==> config.mk <==
export PLATFORM = sky130hd
export DESIGN_NAME = button_press_duration_classifier
export DESIGN_NICKNAME = d
export VERILOG_FILES = /design/src/sv/bpdc_pkg.sv /design/src/sv/bpdc_buttons.sv /design/src/sv/bpdc_div.sv /design/src/sv/button_press_duration_classifier.sv
export SDC_FILE = /design/constraint.sdc
export NUM_CORES = 1
export LEC_CHECK = 0
export BUFFER_PORTS_ARGS = -buffer_cell sky130_fd_sc_hd__buf_4
export CAP_MARGIN = 20
export CORE_MARGIN = 4
export CORE_UTILIZATION = 35
export DETAILED_ROUTE_END_ITERATION = 12
export MAX_ROUTING_LAYER = met4
export PLACE_DENSITY = 0.55
export SLEW_MARGIN = 25
export SYNTH_ARGS = -nofsm -noshare
export SYNTH_HDL_FRONTEND = slang
export SYNTH_HIERARCHICAL = 1
export SYNTH_SLANG_ARGS = --single-unit
==> constraint.sdc <==
create_clock -name i_clk -period 8.6 [get_ports i_clk]
set_input_delay 1.29 -clock i_clk [delete_from_list [all_inputs] [get_ports i_clk]]
set_output_delay 1.29 -clock i_clk [all_outputs]
set_load 0.02 [all_outputs]
==> src/sv/bpdc_pkg.sv <==
// ----------------------------------------------------------------------------
// bpdc_pkg: shared types and constants for the button press classifier
// Holds register indexes, alarm codes, the config bundle and the event bundles.
// ----------------------------------------------------------------------------
package bpdc_pkg;

    localparam int CNT_W     = 8;
    localparam int CFG_IDX_W = 2;

    localparam logic [CNT_W-1:0] COUNT_MAX = 8'd255;

    // Alarm state codes
    localparam logic [1:0] ALARM_IDLE    = 2'd0;
    localparam logic [1:0] ALARM_RINGING = 2'd1;

    // Configuration register indexes
    localparam logic [CFG_IDX_W-1:0] REG_REPEAT_TIME   = 2'd0;
    localparam logic [CFG_IDX_W-1:0] REG_HOLD_TIME     = 2'd1;
    localparam logic [CFG_IDX_W-1:0] REG_POLL_PERIOD   = 2'd2;
    localparam logic [CFG_IDX_W-1:0] REG_REPORT_PERIOD = 2'd3;

    // Reset values of the configuration registers
    localparam logic [CNT_W-1:0] RST_REPEAT_TIME   = 8'd20;
    localparam logic [CNT_W-1:0] RST_HOLD_TIME     = 8'd200;
    localparam logic [CNT_W-1:0] RST_POLL_PERIOD   = 8'd5;
    localparam logic [CNT_W-1:0] RST_REPORT_PERIOD = 8'd30;

    typedef struct packed {
        logic [CNT_W-1:0] repeat_time;
        logic [CNT_W-1:0] hold_time;
        logic [CNT_W-1:0] poll_period;
        logic [CNT_W-1:0] report_period;
    } t_cfg;

    typedef struct packed {
        logic up_event;
        logic down_event;
        logic skip_event;
        logic pause_event;
        logic cancel_event;
    } t_btn_events;

    typedef struct packed {
        logic poll_tick;
        logic report_tick;
    } t_div_events;

    // Saturating increment of a press or phase counter
    function automatic logic [CNT_W-1:0] sat_inc(input logic [CNT_W-1:0] v);
        return (v == COUNT_MAX) ? COUNT_MAX : v + 1'b1;
    endfunction

endpackage

==> src/sv/bpdc_buttons.sv <==
// ----------------------------------------------------------------------------
// bpdc_buttons: press-time counters for the up, down and third buttons
// Advances all three counters on each step and flags the events they cause.
// ----------------------------------------------------------------------------
module bpdc_buttons import bpdc_pkg::*; (
    input  logic        i_clk,
    input  logic        i_rst_n,
    input  logic        i_step,
    input  t_cfg        i_cfg,
    input  logic        i_up_level_n,
    input  logic        i_down_level_n,
    input  logic        i_skip_level_n,
    input  logic [1:0]  i_alarm_state,
    output t_btn_events o_events
);

    logic [CNT_W-1:0] r_up_count,   n_up_count;
    logic [CNT_W-1:0] r_down_count, n_down_count;
    logic [CNT_W-1:0] r_third_count, n_third_count;
    logic [CNT_W-1:0] up_inc, down_inc, third_inc;

    always_comb begin
        up_inc    = sat_inc(r_up_count);
        down_inc  = sat_inc(r_down_count);
        third_inc = sat_inc(r_third_count);
        o_events  = '0;

        // Up: repeat only while idle, cancel only while ringing
        if (!i_up_level_n) begin
            n_up_count = up_inc;
            if (up_inc >= i_cfg.repeat_time && i_alarm_state == ALARM_IDLE) begin
                o_events.up_event = 1'b1;
                n_up_count        = '0;
            end
            if (up_inc >= i_cfg.hold_time && i_alarm_state == ALARM_RINGING) begin
                o_events.cancel_event = 1'b1;
            end
        end else begin
            n_up_count = '0;
        end

        if (!i_down_level_n) begin
            n_down_count = down_inc;
            if (down_inc >= i_cfg.repeat_time) begin
                o_events.down_event = 1'b1;
                n_down_count        = '0;
            end
        end else begin
            n_down_count = '0;
        end

        // Third: skip on long hold, pause on release after a press of at least the repeat time
        if (!i_skip_level_n) begin
            n_third_count = third_inc;
            if (third_inc >= i_cfg.hold_time) begin
                o_events.skip_event = 1'b1;
                n_third_count       = '0;
            end
        end else begin
            o_events.pause_event = (r_third_count >= i_cfg.repeat_time);
            n_third_count        = '0;
        end
    end

    always_ff @(posedge i_clk) begin
        if (!i_rst_n) begin
            r_up_count    <= '0;
            r_down_count  <= '0;
            r_third_count <= '0;
        end else if (i_step) begin
            r_up_count    <= n_up_count;
            r_down_count  <= n_down_count;
            r_third_count <= n_third_count;
        end
    end

endmodule

==> src/sv/bpdc_div.sv <==
// ----------------------------------------------------------------------------
// bpdc_div: millisecond divider for poll and report ticks
// A report tick restarts both phases.
// ----------------------------------------------------------------------------
module bpdc_div import bpdc_pkg::*; (
    input  logic        i_clk,
    input  logic        i_rst_n,
    input  logic        i_step,
    input  t_cfg        i_cfg,
    output t_div_events o_events
);

    logic [CNT_W-1:0] r_poll_phase,   n_poll_phase;
    logic [CNT_W-1:0] r_report_phase, n_report_phase;
    logic [CNT_W-1:0] poll_inc, report_inc;

    always_comb begin
        poll_inc             = sat_inc(r_poll_phase);
        report_inc           = sat_inc(r_report_phase);
        o_events.poll_tick   = (poll_inc >= i_cfg.poll_period);
        o_events.report_tick = (report_inc >= i_cfg.report_period);
        n_poll_phase   = (o_events.poll_tick || o_events.report_tick) ? '0 : poll_inc;
        n_report_phase = o_events.report_tick ? '0 : report_inc;
    end

    always_ff @(posedge i_clk) begin
        if (!i_rst_n) begin
            r_poll_phase   <= '0;
            r_report_phase <= '0;
        end else if (i_step) begin
            r_poll_phase   <= n_poll_phase;
            r_report_phase <= n_report_phase;
        end
    end

endmodule

==> src/sv/button_press_duration_classifier.sv <==
// ----------------------------------------------------------------------------
// button_press_duration_classifier: per-millisecond button event classifier
// A result beat is valid in the cycle after its accepted tick beat. One tick
// beat per cycle under a ready sink; the counter update is a single saturating
// increment and compare, and the output register holds the result.
// Reset (synchronous, active low): counters and phases clear, registers take
// their defaults (20, 200, 5, 30), and the output register empties.
// ----------------------------------------------------------------------------
module button_press_duration_classifier import bpdc_pkg::*; (
    input  logic                 i_clk,
    input  logic                 i_rst_n,

    // Tick input channel
    input  logic                 i_in_valid,
    output logic                 o_in_ready,
    input  logic                 i_up_level_n,
    input  logic                 i_down_level_n,
    input  logic                 i_skip_level_n,
    input  logic [1:0]           i_alarm_state,

    // Result channel
    output logic                 o_out_valid,
    input  logic                 i_out_ready,
    output logic                 o_up_event,
    output logic                 o_down_event,
    output logic                 o_skip_event,
    output logic                 o_pause_event,
    output logic                 o_cancel_event,
    output logic                 o_poll_tick,
    output logic                 o_report_tick,

    // Configuration write channel
    input  logic                 i_cfg_valid,
    output logic                 o_cfg_ready,
    input  logic [CFG_IDX_W-1:0] i_cfg_index,
    input  logic [CNT_W-1:0]     i_cfg_data
);

    t_cfg        r_cfg;
    t_btn_events btn_events;
    t_div_events div_events;
    logic        in_beat;
    logic        r_out_valid;
    t_btn_events r_btn_events;
    t_div_events r_div_events;

    // Configuration writes are always taken; the block is idle by contract.
    assign o_cfg_ready = 1'b1;

    always_ff @(posedge i_clk) begin
        if (!i_rst_n) begin
            r_cfg.repeat_time   <= RST_REPEAT_TIME;
            r_cfg.hold_time     <= RST_HOLD_TIME;
            r_cfg.poll_period   <= RST_POLL_PERIOD;
            r_cfg.report_period <= RST_REPORT_PERIOD;
        end else if (i_cfg_valid) begin
            case (i_cfg_index)
                REG_REPEAT_TIME:   r_cfg.repeat_time   <= i_cfg_data;
                REG_HOLD_TIME:     r_cfg.hold_time     <= i_cfg_data;
                REG_POLL_PERIOD:   r_cfg.poll_period   <= i_cfg_data;
                REG_REPORT_PERIOD: r_cfg.report_period <= i_cfg_data;
                default: ;
            endcase
        end
    end

    // Accept a new tick whenever the output register is empty or draining
    // this cycle, so ticks flow one per cycle under a ready sink.
    assign o_in_ready = !r_out_valid || i_out_ready;
    assign in_beat    = i_in_valid && o_in_ready;

    // State advances exactly on an accepted tick beat.
    bpdc_buttons u_buttons (
        .i_clk          (i_clk),
        .i_rst_n        (i_rst_n),
        .i_step         (in_beat),
        .i_cfg          (r_cfg),
        .i_up_level_n   (i_up_level_n),
        .i_down_level_n (i_down_level_n),
        .i_skip_level_n (i_skip_level_n),
        .i_alarm_state  (i_alarm_state),
        .o_events       (btn_events)
    );

    bpdc_div u_div (
        .i_clk    (i_clk),
        .i_rst_n  (i_rst_n),
        .i_step   (in_beat),
        .i_cfg    (r_cfg),
        .o_events (div_events)
    );

    // Output register: load on a tick beat, drop valid once the sink takes
    // the result beat, hold the payload while stalled.
    always_ff @(posedge i_clk) begin
        if (!i_rst_n) begin
            r_out_valid <= 1'b0;
        end else if (in_beat) begin
            r_out_valid <= 1'b1;
        end else if (i_out_ready) begin
            r_out_valid <= 1'b0;
        end
    end

    always_ff @(posedge i_clk) begin
        if (in_beat) begin
            r_btn_events <= btn_events;
            r_div_events <= div_events;
        end
    end

    assign o_out_valid    = r_out_valid;
    assign o_up_event     = r_btn_events.up_event;
    assign o_down_event   = r_btn_events.down_event;
    assign o_skip_event   = r_btn_events.skip_event;
    assign o_pause_event  = r_btn_events.pause_event;
    assign o_cancel_event = r_btn_events.cancel_event;
    assign o_poll_tick    = r_div_events.poll_tick;
    assign o_report_tick  = r_div_events.report_tick;

endmodule

# Yosys cells after proc, flatten, opt, wreduce, memory -nomap -nowiden
# Cells that the tools add are included.
# op_classes
n_addsub	5
magnitude_cmp	7
n_eq_ne	9
n_mux	19
n_reduce_logical	13
# op_table
cell	count
$mux W8	13
$ge A8 B8 Y1	7
$add A8 B1 Y8 const B	5
$eq A8 B8 Y1 const B	5
$reduce_and A2 Y1	4
$mux W1	6
$eq A2 B1 Y1 const B	2
$eq A2 B2 Y1 const B	2
$logic_not A2 Y1	2
$logic_and A1 B1 Y1	3
$logic_or A1 B1 Y1	2
$reduce_bool A2 Y1	1
$logic_not A1 Y1	1
# word_totals
ff_bits	80
in_bits	20
out_inout_bits	10
elab_cells	70

# Depth between registers and ports, before layout
# Gate-level depths: netlist of run 1.
# logic_depth
ltp_word	6
ltp_mapped	12
ltp_nobuf	10

# Hierarchy
# Netlist of run 1, hierarchy kept.
# by_module_without_submodules
module	instances	cells_each	area_per_inst_um2	seq_area_each_um2
bpdc_buttons	1	301	2433.6	480.5
button_press_duration_classifier	1	142	1544.0	870.8
bpdc_div	1	171	1341.3	320.3

# Worst setup path after synthesis of run 1
# No wires, ideal clock.
# synth_path
path_type	input -> register
from	input i_out_ready
to	register u_div.r_poll_phase[0]
setup_time_ns	0.087
arrival_ns	2.796
required_ns	8.513
setup_slack_ns	5.716
path_stages	6
n_path_buf	1
cell_sequence	nand2b_1 -> and2_1 -> and2_1 -> buf_1 -> o211ai_2 -> o31ai_1
# synth_between
elab_chain_cells	2
# synth_lines
element	line_no	rtl
start: declaration	button_press_duration_classifier.sv:23	input logic i_out_ready,
$logic_or A1 B1 Y1	button_press_duration_classifier.sv:69	assign o_in_ready = !r_out_valid || i_out_ready;
$logic_and A1 B1 Y1	button_press_duration_classifier.sv:70	assign in_beat = i_in_valid && o_in_ready;
named net in_beat	button_press_duration_classifier.sv:42	logic in_beat;
end signal: assignment	bpdc_div.sv:31	r_poll_phase <= n_poll_phase;
end: declaration	bpdc_div.sv:13	logic [CNT_W-1:0] r_poll_phase, n_poll_phase;
# The timed path passes the listed nets, and every way through them passes these cells.
# A chain may end at the register's enable or synchronous reset.

# Worst setup path after layout of run 1
# layout_path
from	register u_buttons.r_up_count[0]
to	register u_buttons.r_up_count[5]
# layout_between
elab_chain_cells	6
word_cells_on_any_way	7
cone_classes	1 x add/sub; 1 x order compare; 1 x eq/ne; 3 x mux; 1 x reduce/logical
# layout_lines
element	line_no	rtl
start: declaration	bpdc_buttons.sv:17	logic [CNT_W-1:0] r_up_count, n_up_count;
start signal: assignment	bpdc_buttons.sv:71	r_up_count <= n_up_count;
$add A8 B1 Y8 / $eq A8 B8 Y1 (equally long branches)	bpdc_pkg.sv:50	return (v == COUNT_MAX) ? COUNT_MAX : v + 1'b1;
$mux W8 *	bpdc_pkg.sv:50	
$ge A8 B8 Y1	bpdc_buttons.sv:31	if (up_inc >= i_cfg.repeat_time && i_alarm_state == ALARM_IDLE) begin
$logic_and A1 B1 Y1	bpdc_buttons.sv:31	
$mux W8 *	bpdc_buttons.sv:31	
$mux W8 *	bpdc_buttons.sv:29	if (!i_up_level_n) begin
# Every way passes the cells marked *; elsewhere a longest branch is shown, timed or not.

==> flow_summary.json, run 1 <==
{
  "yosys.area_share.xor_xnor": 0.0148,
  "timing.hold.worst_path_depth": 2,
  "p_int_mw": 0.649,
  "yosys.area_share.adder": 0.143,
  "regToRegSetupSlack_ps": 5580,
  "final_hold_viol_count": 0,
  "mappedNetlistNets": 695,
  "unrepaired_setup_endpoints_after_global_routing": "no",
  "initialDrtViolationCount": 276,
  "power.net_switching_mw": 0.214,
  "vias": 4415,
  "rows": 44,
  "insertion_delay_of_the_later_clocked_pin_in_the_worst_skew_pair_ps": 340,
  "post_dp_cell_area_um2": 5610,
  "overflow": 0,
  "cts_buffers": 9,
  "ir_drop_mv": 0.0940,
  "timing_worst_setup_path_type": "reg2reg",
  "tightest_slew_ps": 961,
  "stdcell_count": 814,
  "crit-reg2reg-capture": "u_buttons/r_up_count[5]",
  "critical_path_cell_by_cell": "ha_1, nand4_1, or2_2, and2_1, ha_1, nor2_1, a21oi_1, o31ai_2, nand3_1, o31ai_1",
  "totalNegativeSetupSlack_ps": 0,
  "cellLeakagePower_nw": 2.76,
  "synth_top_cells_by_count": "78 x sky130_fd_sc_hd__nand2_1, 73 x sky130_fd_sc_hd__dfxtp_1, 61 x sky130_fd_sc_hd__ha_1",
  "cts_sinks": 80,
  "drt_wl_total_um": 12400,
  "power_switching_share": 0.248,
  "dpl.cell_count": 798,
  "root_buffer": "sky130_fd_sc_hd__clkbuf_16",
  "ios": 30,
  "design.final.nets": 706,
  "number_of_buffers_inserted_by_port_buffering": 28,
  "timing.hold.worst.start": "r_cfg[30]",
  "grt_first_pass_wirelength_um": 21300,
  "synth_enable_flop_cells": 7,
  "route.detailed.drc": 0,
  "synthMuxAreaShare": 0.0654,
  "path_clk_slew_ps": 60,
  "synth_cells": 614,
  "finalCritPeriodShare": 0.351,
  "critPathLaunchType": "register",
  "worst_hold_path_type": "reg2reg",
  "setup_viol": 0,
  "antenna-diode-count": 0,
  "synth_sequential_area_ratio": 0.314,
  "r2r.worst_path.cells": 10,
  "netlist.area_leader.share": 0.275,
  "synth_warnings": 6,
  "clockBufferDepth": 2,
  "number_of_buffers_inserted_to_repair_setup_after_cts": 0,
  "finClkSkew_ps": 9.63,
  "start_util": 0.362,
  "floorplan.die_area_um2": 17200,
  "globalRouteTotalUtil": 0.153,
  "design.core.area_um2": 14700,
  "ctsResizeCount": 0,
  "yosys-top-cells-area": "sky130_fd_sc_hd__dfxtp_1 27%, sky130_fd_sc_hd__ha_1 14%, sky130_fd_sc_hd__mux2i_1 5.8%",
  "synth_seq_cells": 80,
  "cp_max_fo": 8,
  "r2r-start": "u_buttons/r_up_count[0]",
  "post-route-cell-area_um2": 5900,
  "worst_path_max_delay_cell": "sky130_fd_sc_hd__o31ai_2",
  "detail_route.wl_per_cell_um": 15.3,
  "nFillCells": 1434,
  "grt_antenna_before_repair": 0,
  "critical_path.n_buffers_inverters": 0,
  "post_synth_num_cell_types": 70,
  "detailedPlacementHpwl_um": 9230,
  "timing_max_transition_violations_final": 0,
  "yosys.area.top_type": "sky130_fd_sc_hd__dfxtp_1",
  "maximum_number_of_pins_on_one_net_before_global_route_repair": 62,
  "gpl.final_weighted_congestion": 0.877,
  "synthToLayoutAreaGrowth_pct": 11.0,
  "drtPass1Iterations": 5,
  "die_height_um": 131,
  "critPathCaptureType": "register",
  "postSynth.topFlopCell": "sky130_fd_sc_hd__dfxtp_1",
  "viasPerCell": 5.42,
  "clock_tree.htree_level_count": 3,
  "final_antenna_net_count": 0,
  "shortest_period_the_worst_path_allows_ps": 3020,
  "synth.most_common_cell": "sky130_fd_sc_hd__nand2_1",
  "synthSimpleGateAreaFrac": 0.225,
  "synth_compound_area_frac": 0.176,
  "die_w_um": 131,
  "run_status": "completed",
  "slew_headroom": 0.358,
  "maxClockFrequency_mhz": 332,
  "worstPathRequired_ps": 8850,
  "power_per_cell_area_nw_per_um2": 146,
  "cpMostUsedCell": "sky130_fd_sc_hd__ha_1",
  "hold_end": "r_cfg[30]",
  "power_frac_clock": 0.441,
  "worst_path_largest_cell_delay_ps": 480,
  "cts-hold-fix-buffers": 0,
  "netlist_area_um2": 5320,
  "synth_top_family_by_area": "simple AND/OR/NAND/NOR gates",
  "clock_tree_from_tritoncts": "yes",
  "post_route_cells_drive_above_1_share": 0.100,
  "via_count_of_the_first_global_routing_pass": 4354,
  "max_cap_violations": 0,
  "seq_power_share": 0.456,
  "share_of_synthesized_flip_flops_with_an_asynchronous_set_or_reset": 0,
  "power_frac_comb": 0.103,
  "synthesis.area_per_instance_um2": 8.66,
  "timing.critical_path.arrival_ps": 3270,
  "critical-path-top-delay-family": "simple AND/OR/NAND/NOR gates"
}
==> metrics by stage <==
stage / power, mW / hold slack [ps] / worst slack [ps] / util
after floorplan: 0.462 / 435 / 5720 / -
after global placement: 0.488 / 447 / 5310 / 0.382
after detailed placement: 0.491 / 452 / 5270 / 0.382
after CTS: 0.878 / 463 / 5590 / 0.402
after global routing: 0.901 / 484 / 5360 / 0.402
final: 0.863 / 462 / 5580 / 0.402
==> placed cells by master (no fill, tap or decap), types with 3 or more instances in the layout <==
master                      count
sky130_fd_sc_hd__nand2_1       78
sky130_fd_sc_hd__dfxtp_1       73
sky130_fd_sc_hd__ha_1          61
sky130_fd_sc_hd__inv_1         45
sky130_fd_sc_hd__mux2i_1       31
sky130_fd_sc_hd__buf_4         29
sky130_fd_sc_hd__a21oi_1       25
sky130_fd_sc_hd__nor2_1        23
sky130_fd_sc_hd__nand3_1       22
sky130_fd_sc_hd__o21ai_0       17
sky130_fd_sc_hd__nand2b_1      16
sky130_fd_sc_hd__nor2b_1       15
sky130_fd_sc_hd__a21o_1        13
sky130_fd_sc_hd__nand4_1       12
sky130_fd_sc_hd__and3_1        10
sky130_fd_sc_hd__a31oi_1       10
sky130_fd_sc_hd__o31ai_1       10
sky130_fd_sc_hd__and2_1         9
sky130_fd_sc_hd__clkbuf_16      9
sky130_fd_sc_hd__xnor2_1        8
sky130_fd_sc_hd__edfxtp_1       7
sky130_fd_sc_hd__a211oi_1       7
sky130_fd_sc_hd__a32o_1         7
sky130_fd_sc_hd__o211ai_1       5
sky130_fd_sc_hd__o21a_1         5
sky130_fd_sc_hd__and4_1         5
sky130_fd_sc_hd__nor3_1         5
sky130_fd_sc_hd__a22o_1         4
sky130_fd_sc_hd__nand4b_1       3
sky130_fd_sc_hd__a21boi_0       3
sky130_fd_sc_hd__clkbuf_1       3
sky130_fd_sc_hd__and3_4         3
sky130_fd_sc_hd__o21ai_1        3
==> state kept, by name (all words and copies together) (netlist names), 8 cells and up <==
signal and flops:
r_cfg 32, u_buttons/r_down_count 8, u_buttons/r_third_count 8, u_buttons/r_up_count 8, u_div/r_poll_phase 8, u_div/r_report_phase 8
==> worst register-to-register path, cell delays in order (launching register included) <==
cell                      delay, ps
sky130_fd_sc_hd__dfxtp_1        390
sky130_fd_sc_hd__ha_1           270
sky130_fd_sc_hd__nand4_1        180
sky130_fd_sc_hd__or2_2          400
sky130_fd_sc_hd__and2_1         240
sky130_fd_sc_hd__ha_1           290
sky130_fd_sc_hd__nor2_1          90
sky130_fd_sc_hd__a21oi_1         90
sky130_fd_sc_hd__o31ai_2        480
sky130_fd_sc_hd__nand3_1        260
sky130_fd_sc_hd__o31ai_1        250
==> routing by layer <==
layer	global-route usage	share of wire
met5	-	0
met4	0.0583	0.019
met3	0.0199	0.032
met2	0.239	0.46
met1	0.203	0.49
==> logic make-up (layout without fill, tap and decap cells) <==
kind of cell,after synthesis,count (layout)
flops,80,80
xor+xnor,9,9
fa+ha+maj,61,61
buf+inv,74,90
compound gates,132,132
simple gates,223,223
other cells,1,1
mux,34,34
==> final cells by class <==
cell class,count,area [µm²],area share
Sequential cell,80,1670,0.283
Multi-Input combinational cell,460,3320,0.563
Clock buffer,12,236,0.0401
Inverter,45,169,0.0286
Clock inverter,4,52.6,0.00890
Tap cell,184,230,0.0390
Timing Repair Buffer,29,218,0.0369
==> how the worst max path moves through the flow <==
stage,from,endpoint,slack (ps),cells past startpoint
6_report,u_buttons/r_up_count[0],u_buttons/r_up_count[5],5580,10
3_5_place_dp,i_out_ready,u_buttons/r_third_count[4],5270,7
5_1_grt,u_buttons/r_up_count[0],u_buttons/r_up_count[5],5360,10
2_1_floorplan,i_out_ready,u_div/r_poll_phase[0],5720,6
3_3_place_gp,i_out_ready,u_buttons/r_third_count[3],5310,7
4_1_cts,i_out_ready,o_in_ready,5590,3
==> power by group through the flow <==
stage / registers [mW] / clock network, mW / logic, mW
after floorplan: 0.402 / 0 / 0.0596
after global placement: 0.402 / 0 / 0.0866
after detailed placement: 0.402 / 0 / 0.0892
after CTS: 0.394 / 0.394 / 0.0899
after global routing: 0.395 / 0.405 / 0.101
final: 0.394 / 0.381 / 0.0887
(Power assumes the default switching activity.)
==> run 2: changes to the inputs <==
--- a/config.mk
+++ b/config.mk
@@ -11,7 +11,7 @@
 export CORE_UTILIZATION = 35
 export DETAILED_ROUTE_END_ITERATION = 12
 export MAX_ROUTING_LAYER = met4
-export PLACE_DENSITY = 0.55
+export PLACE_DENSITY = 0.56
 export SLEW_MARGIN = 25
 export SYNTH_ARGS = -nofsm -noshare
 export SYNTH_HDL_FRONTEND = slang
==> constraint.sdc (replaced) <==
create_clock -name i_clk -period 2.5 [get_ports i_clk]
set_input_delay 0.375 -clock i_clk [delete_from_list [all_inputs] [get_ports i_clk]]
set_output_delay 0.375 -clock i_clk [all_outputs]
set_load 0.02 [all_outputs]
==> flow_summary.json, run 2 (synthesis results as in run 1) <==
{
  "run_status": "finished with violations",
  "violations": "negative setup slack",
  "floorplan.die_area_um2": 17200,
  "antenna-diode-count": 0,
  "critical_path_cell_by_cell": "and3_4, and3_4, and3_4, mux2_4, ha_1, a21o_1, nor3_1, buf_4, nand3_1, o21ai_1",
  "viasPerCell": 5.43,
  "drt_wl_total_um": 14200,
  "die_height_um": 131,
  "worst_path_largest_cell_delay_ps": 370,
  "max_cap_violations": 0,
  "overflow": 0,
  "largest_register": "r_cfg",
  "power_per_cell_area_nw_per_um2": 451,
  "synthToLayoutAreaGrowth_pct": 28.4,
  "initialDrtViolationCount": 255,
  "cellLeakagePower_nw": 3.19,
  "maximum_number_of_pins_on_one_net_before_global_route_repair": 53,
  "finalCritPeriodShare": 1.00,
  "die_w_um": 131,
  "design.final.nets": 777,
  "clockBufferDepth": 2,
  "gpl.final_weighted_congestion": 0.880,
  "preCtsSetupSlack_ps": -38.1,
  "critical_path.n_buffers_inverters": 1,
  "design.core.area_um2": 14700,
  "critPathLaunchType": "register",
  "timing_worst_setup_path_type": "reg2reg",
  "worst_hold_slack_ps": 293,
  "timing_max_transition_violations_final": 0,
  "timing.hold.worst_path_depth": 3,
  "shortest_period_the_worst_path_allows_ps": 2510,
  "critical-path-top-delay-family": "simple AND/OR/NAND/NOR gates",
  "detail_route.wl_per_cell_um": 16.0,
  "setup_viol": 2,
  "final_antenna_net_count": 0,
  "r2r-start": "u_buttons/r_third_count[2]",
  "largest_reg_flops": 32,
  "worst_hold_path_type": "in2reg",
  "root_buffer": "sky130_fd_sc_hd__clkbuf_16",
  "tightest_slew_ps": 966,
  "layout_commonest_cell": "sky130_fd_sc_hd__buf_4",
  "path_clk_slew_ps": 60,
  "worst_path_max_delay_cell": "sky130_fd_sc_hd__dfxtp_1",
  "start_util": 0.362,
  "rows": 44,
  "timing.hold.worst.start": "i_in_valid",
  "unrepaired_setup_endpoints_after_global_routing": "yes",
  "r2r.worst_path.cells": 10,
  "grt_first_pass_wirelength_um": 22500,
  "top_library_cells_by_usage_in_the_layout_fill_and_taps_aside": "97 x sky130_fd_sc_hd__buf_4, 77 x sky130_fd_sc_hd__nand2_1, 59 x sky130_fd_sc_hd__dfxtp_1",
  "timing.critical_path.arrival_ps": 2770,
  "number_of_buffers_inserted_by_port_buffering": 28,
  "cts_sinks": 80,
  "maxClockFrequency_mhz": 398,
  "worstPathRequired_ps": 2760,
  "cts_buffers": 9,
  "grt_antenna_before_repair": 0,
  "ios": 30,
  "clock_tree_from_tritoncts": "yes",
  "drtPass1Iterations": 4,
  "cpMostUsedCell": "sky130_fd_sc_hd__and3_4",
  "route.detailed.drc": 0,
  "insertion_delay_of_the_later_clocked_pin_in_the_worst_skew_pair_ps": 350,
  "post_route_cells_drive_above_1_share": 0.284,
  "final_hold_viol_count": 0,
  "ir_drop_mv": 0.304,
  "regToRegSetupSlack_ps": -10,
  "hold_end": "o_out_valid",
  "crit-reg2reg-capture": "u_buttons/r_third_count[0]",
  "clock_tree.htree_level_count": 3,
  "detailedPlacementHpwl_um": 10400,
  "vias": 4806,
  "slew_headroom": 0.355,
  "setup_ws_ps": -10.8,
  "cp_max_fo": 4,
  "via_count_of_the_first_global_routing_pass": 4529,
  "nFillCells": 1377,
  "critPathCaptureType": "register",
  "finClkSkew_ps": 7.29,
  "globalRouteTotalUtil": 0.162
}
-- run 2: cell count changes in the layout (fill, tap and decap cells not counted), moves of 4 or more --
cell                      delta
sky130_fd_sc_hd__buf_4      +68
sky130_fd_sc_hd__dfxtp_1    -14
sky130_fd_sc_hd__dfxtp_2     +9
sky130_fd_sc_hd__ha_1        -9
sky130_fd_sc_hd__ha_4        +7
sky130_fd_sc_hd__o21ai_0     -7
sky130_fd_sc_hd__dfxtp_4     +5
sky130_fd_sc_hd__o21ai_1     +5
sky130_fd_sc_hd__and3_1      -4
sky130_fd_sc_hd__nor2_1      -4
sky130_fd_sc_hd__o31ai_1     -4
-- run 2: where the power goes --
part | switching, mW | internal [mW] | leakage (nW)
Combinational | 0.210 | 0.168 | 2.37
Sequential | 0.0238 | 1.33 | 0.671
Clock | 0.602 | 0.747 | 0.145
-- run 2: tightest hold or removal path: cells and delay by family --
kind | cells | cell delay (ps)
buffers and inverters | 2 | 150
AO/OA/AOI/OAI | 1 | 60
-- run 2: metal layers --
metal / global-route usage / wire [µm] / up-vias
met4: 0.0554 / 252 / 0
met3: 0.0222 / 454 / 24
met2: 0.248 / 6580 / 83
met1: 0.220 / 6920 / 2310
met5: - / 0 / -
li1: - / - / 2389
-- run 2: area by class of cell --
type / instances / area (µm²) / share of cell area
multi-input cells: 460 / 3670 / 0.537
flip-flops and latches: 80 / 1700 / 0.249
repair buffers: 100 / 762 / 0.112
clock buffers: 10 / 250 / 0.0366
well taps: 184 / 230 / 0.0337
inverters: 45 / 169 / 0.0247
clock inverters: 6 / 47.5 / 0.00696
-- run 2: worst max path at each step --
stage | slack (ps) | cells past startpoint | endpoint | start
finish | -10 | 10 | u_buttons/r_third_count[0] | u_buttons/r_third_count[2]
global placement | 4 | 10 | u_buttons/r_up_count[1] | u_buttons/r_up_count[1]
floorplan | 5 | 10 | u_buttons/r_up_count[1] | u_buttons/r_up_count[0]
global route | -130 | 12 | u_buttons/r_up_count[3] | u_buttons/r_up_count[0]
CTS | 3 | 11 | u_buttons/r_down_count[6] | u_buttons/r_down_count[1]
detailed placement | -40 | 10 | u_buttons/r_up_count[6] | u_buttons/r_up_count[1]
-- run 2: metrics by stage --
step	cell area [µm²]	total power, mW	TNS, ps	instances	utilization
2_1_floorplan	5410	1.59	0	614	-
3_3_place_gp	6130	1.72	0	858	0.417
6_report	6830	3.08	-13.6	885	0.465
3_5_place_dp	6130	1.73	-199	858	0.417
4_1_cts	6450	3.08	0	875	0.439
5_1_grt	6830	3.19	-1210	885	0.465
-- run 2: timing repair --
action,CTS,global route
pin swaps,2,41
buffers inserted,1,10
endpoints found under the setup margin,18,46
hold buffers,0,0
resized for setup,5,75
==> run 3: changes to the inputs <==
--- a/config.mk
+++ b/config.mk
@@ -7,11 +7,11 @@
 export LEC_CHECK = 0
 export BUFFER_PORTS_ARGS = -buffer_cell sky130_fd_sc_hd__buf_4
 export CAP_MARGIN = 20
-export CORE_MARGIN = 4
 export CORE_UTILIZATION = 35
 export DETAILED_ROUTE_END_ITERATION = 12
 export MAX_ROUTING_LAYER = met4
-export PLACE_DENSITY = 0.56
+export PLACE_DENSITY = 0.55
+export SETUP_SLACK_MARGIN = 0.05
 export SLEW_MARGIN = 25
 export SYNTH_ARGS = -nofsm -noshare
 export SYNTH_HDL_FRONTEND = slang
==> constraint.sdc (replaced) <==
create_clock -name i_clk -period 3.1 [get_ports i_clk]
set_input_delay 0.465 -clock i_clk [delete_from_list [all_inputs] [get_ports i_clk]]
set_output_delay 0.465 -clock i_clk [all_outputs]
set_load 0.02 [all_outputs]
==> flow_summary.json, run 3 (synthesis results as in run 1) <==
{
  "cellLeakagePower_nw": 2.80,
  "floorplan.die_area_um2": 15700,
  "antenna-diode-count": 0,
  "grt_antenna_before_repair": 0,
  "path_clk_slew_ps": 70,
  "timing_worst_setup_path_type": "reg2reg",
  "drt_wl_total_um": 12400,
  "slew_headroom": 0.311,
  "worst_hold_slack_ps": 380,
  "ctsResizeCount": 0,
  "number_of_buffers_inserted_by_port_buffering": 28,
  "cts-hold-fix-buffers": 0,
  "maxClockFrequency_mhz": 345,
  "initialDrtViolationCount": 212,
  "grt_first_pass_wirelength_um": 20700,
  "shortest_period_the_worst_path_allows_ps": 2900,
  "ios": 30,
  "design.core.area_um2": 14700,
  "setup_viol": 0,
  "vias": 4387,
  "drtPass1Iterations": 11,
  "clockBufferDepth": 2,
  "ir_drop_mv": 0.235,
  "post-route-cell-area_um2": 5970,
  "tightest_slew_ps": 1030,
  "worstPathRequired_ps": 3340,
  "timing.critical_path.arrival_ps": 3140,
  "total_power_mw": 2.42,
  "cts_buffers": 9,
  "post_dp_cell_area_um2": 5660,
  "totalNegativeSetupSlack_ps": 0,
  "die_w_um": 125,
  "post_route_cells_drive_above_1_share": 0.118,
  "detail_route.wl_per_cell_um": 15.1,
  "critPathCaptureType": "register",
  "rows": 44,
  "largest_reg_flops": 32,
  "synthToLayoutAreaGrowth_pct": 12.3,
  "finClkSkew_ps": 7.68,
  "clock_tree.htree_level_count": 3,
  "cts_sinks": 80,
  "cp_max_fo": 7,
  "design.final.nets": 712,
  "nFillCells": 1470,
  "ff_latch_area_um2": 1670,
  "insertion_delay_of_the_later_clocked_pin_in_the_worst_skew_pair_ps": 350,
  "critPathLaunchType": "register",
  "maximum_number_of_pins_on_one_net_before_global_route_repair": 53,
  "max_cap_violations": 0,
  "start_util": 0.362,
  "multiInputGateArea_um2": 3340,
  "detailedPlacementHpwl_um": 9350,
  "largest_register": "r_cfg",
  "power_per_cell_area_nw_per_um2": 406,
  "die_height_um": 125,
  "route.detailed.drc": 1,
  "via_count_of_the_first_global_routing_pass": 4130,
  "timing_max_transition_violations_final": 0,
  "viasPerCell": 5.35,
  "globalRouteTotalUtil": 0.170,
  "clock_tree_from_tritoncts": "yes",
  "run_status": "finished with violations",
  "layout_commonest_cell": "sky130_fd_sc_hd__nand2_1",
  "finalCritPeriodShare": 0.935,
  "final_antenna_net_count": 0,
  "worst_hold_path_type": "in2reg",
  "unrepaired_setup_endpoints_after_global_routing": "no",
  "gpl.final_weighted_congestion": 0.844,
  "number_of_buffers_inserted_to_repair_setup_after_cts": 0,
  "root_buffer": "sky130_fd_sc_hd__clkbuf_16",
  "top_library_cells_by_usage_in_the_layout_fill_and_taps_aside": "78 x sky130_fd_sc_hd__nand2_1, 73 x sky130_fd_sc_hd__dfxtp_1, 60 x sky130_fd_sc_hd__ha_1",
  "violations": "design-rule violations",
  "final_hold_viol_count": 0,
  "overflow": 0
}
run 3: cell types whose count changed in the layout (fill, tap and decap cells not counted), moves of 4 or more:
cell,delta
sky130_fd_sc_hd__o31ai_1,+4
sky130_fd_sc_hd__buf_4,-62
sky130_fd_sc_hd__ha_1,+8
sky130_fd_sc_hd__dfxtp_4,-5
sky130_fd_sc_hd__ha_4,-7
sky130_fd_sc_hd__nor2_1,+4
sky130_fd_sc_hd__o21ai_0,+7
sky130_fd_sc_hd__o21ai_1,-5
sky130_fd_sc_hd__and3_1,+4
sky130_fd_sc_hd__dfxtp_2,-9
sky130_fd_sc_hd__dfxtp_1,+14
sky130_fd_sc_hd__o31ai_2,-4
run 3: cell type report:
class	instances	share of cell area
clock buffer	10	0.0419
clock inverter	6	0.00754
inverter	45	0.0283
multi-input combinational	460	0.560
sequential	80	0.280
tap	184	0.0385
timing repair buffer	35	0.0440
run 3: critical path, stage by stage, from the launching register on:
cell                      delay (ps)
sky130_fd_sc_hd__dfxtp_1         420
sky130_fd_sc_hd__and3_1          270
sky130_fd_sc_hd__nand3_1         160
sky130_fd_sc_hd__nor2_1          150
sky130_fd_sc_hd__mux2_2          380
sky130_fd_sc_hd__ha_1            320
sky130_fd_sc_hd__nand4_1         110
sky130_fd_sc_hd__nor4_2          320
sky130_fd_sc_hd__o31ai_4         170
sky130_fd_sc_hd__and3_1          230
sky130_fd_sc_hd__a22o_1          260
run 3: where the power goes:
group	leakage [nW]	total [mW]	internal [mW]	switching [mW]
logic	1.99	0.254	0.105	0.149
registers	0.663	1.09	1.07	0.0207
clock network	0.145	1.08	0.600	0.478
total	2.80	2.42	1.78	0.647
run 3: final timing paths:
path	endpoint	slack, ps	start	depth (start not counted)
worst max-delay path	u_buttons/r_up_count[1]	200	u_buttons/r_up_count[2]	10
worst min-delay path	o_out_valid	380	i_in_valid	3
worst max register to register	u_buttons/r_up_count[1]	200	u_buttons/r_up_count[2]	10
worst min register to register	r_cfg[13]	460	r_cfg[13]	2
run 3: routing by layer:
| layer | share of wire | global-route usage | vias up | wire length, µm |
|---|---|---|---|---|
| li1 | - | - | 2259 | - |
| met4 | 0.014 | 0.0567 | 0 | 178 |
| met5 | 0 | - | - | 0 |
| met3 | 0.035 | 0.0257 | 13 | 432 |
| met1 | 0.51 | 0.230 | 2031 | 6340 |
| met2 | 0.44 | 0.260 | 84 | 5470 |
run 3: through the flow:
step	setup WS [ps]	instances	util
finish	201	820	0.406
global route	56.4	820	0.406
CTS	213	820	0.405
detailed placement	228	804	0.385
floorplan	360	614	-
global placement	275	804	0.385
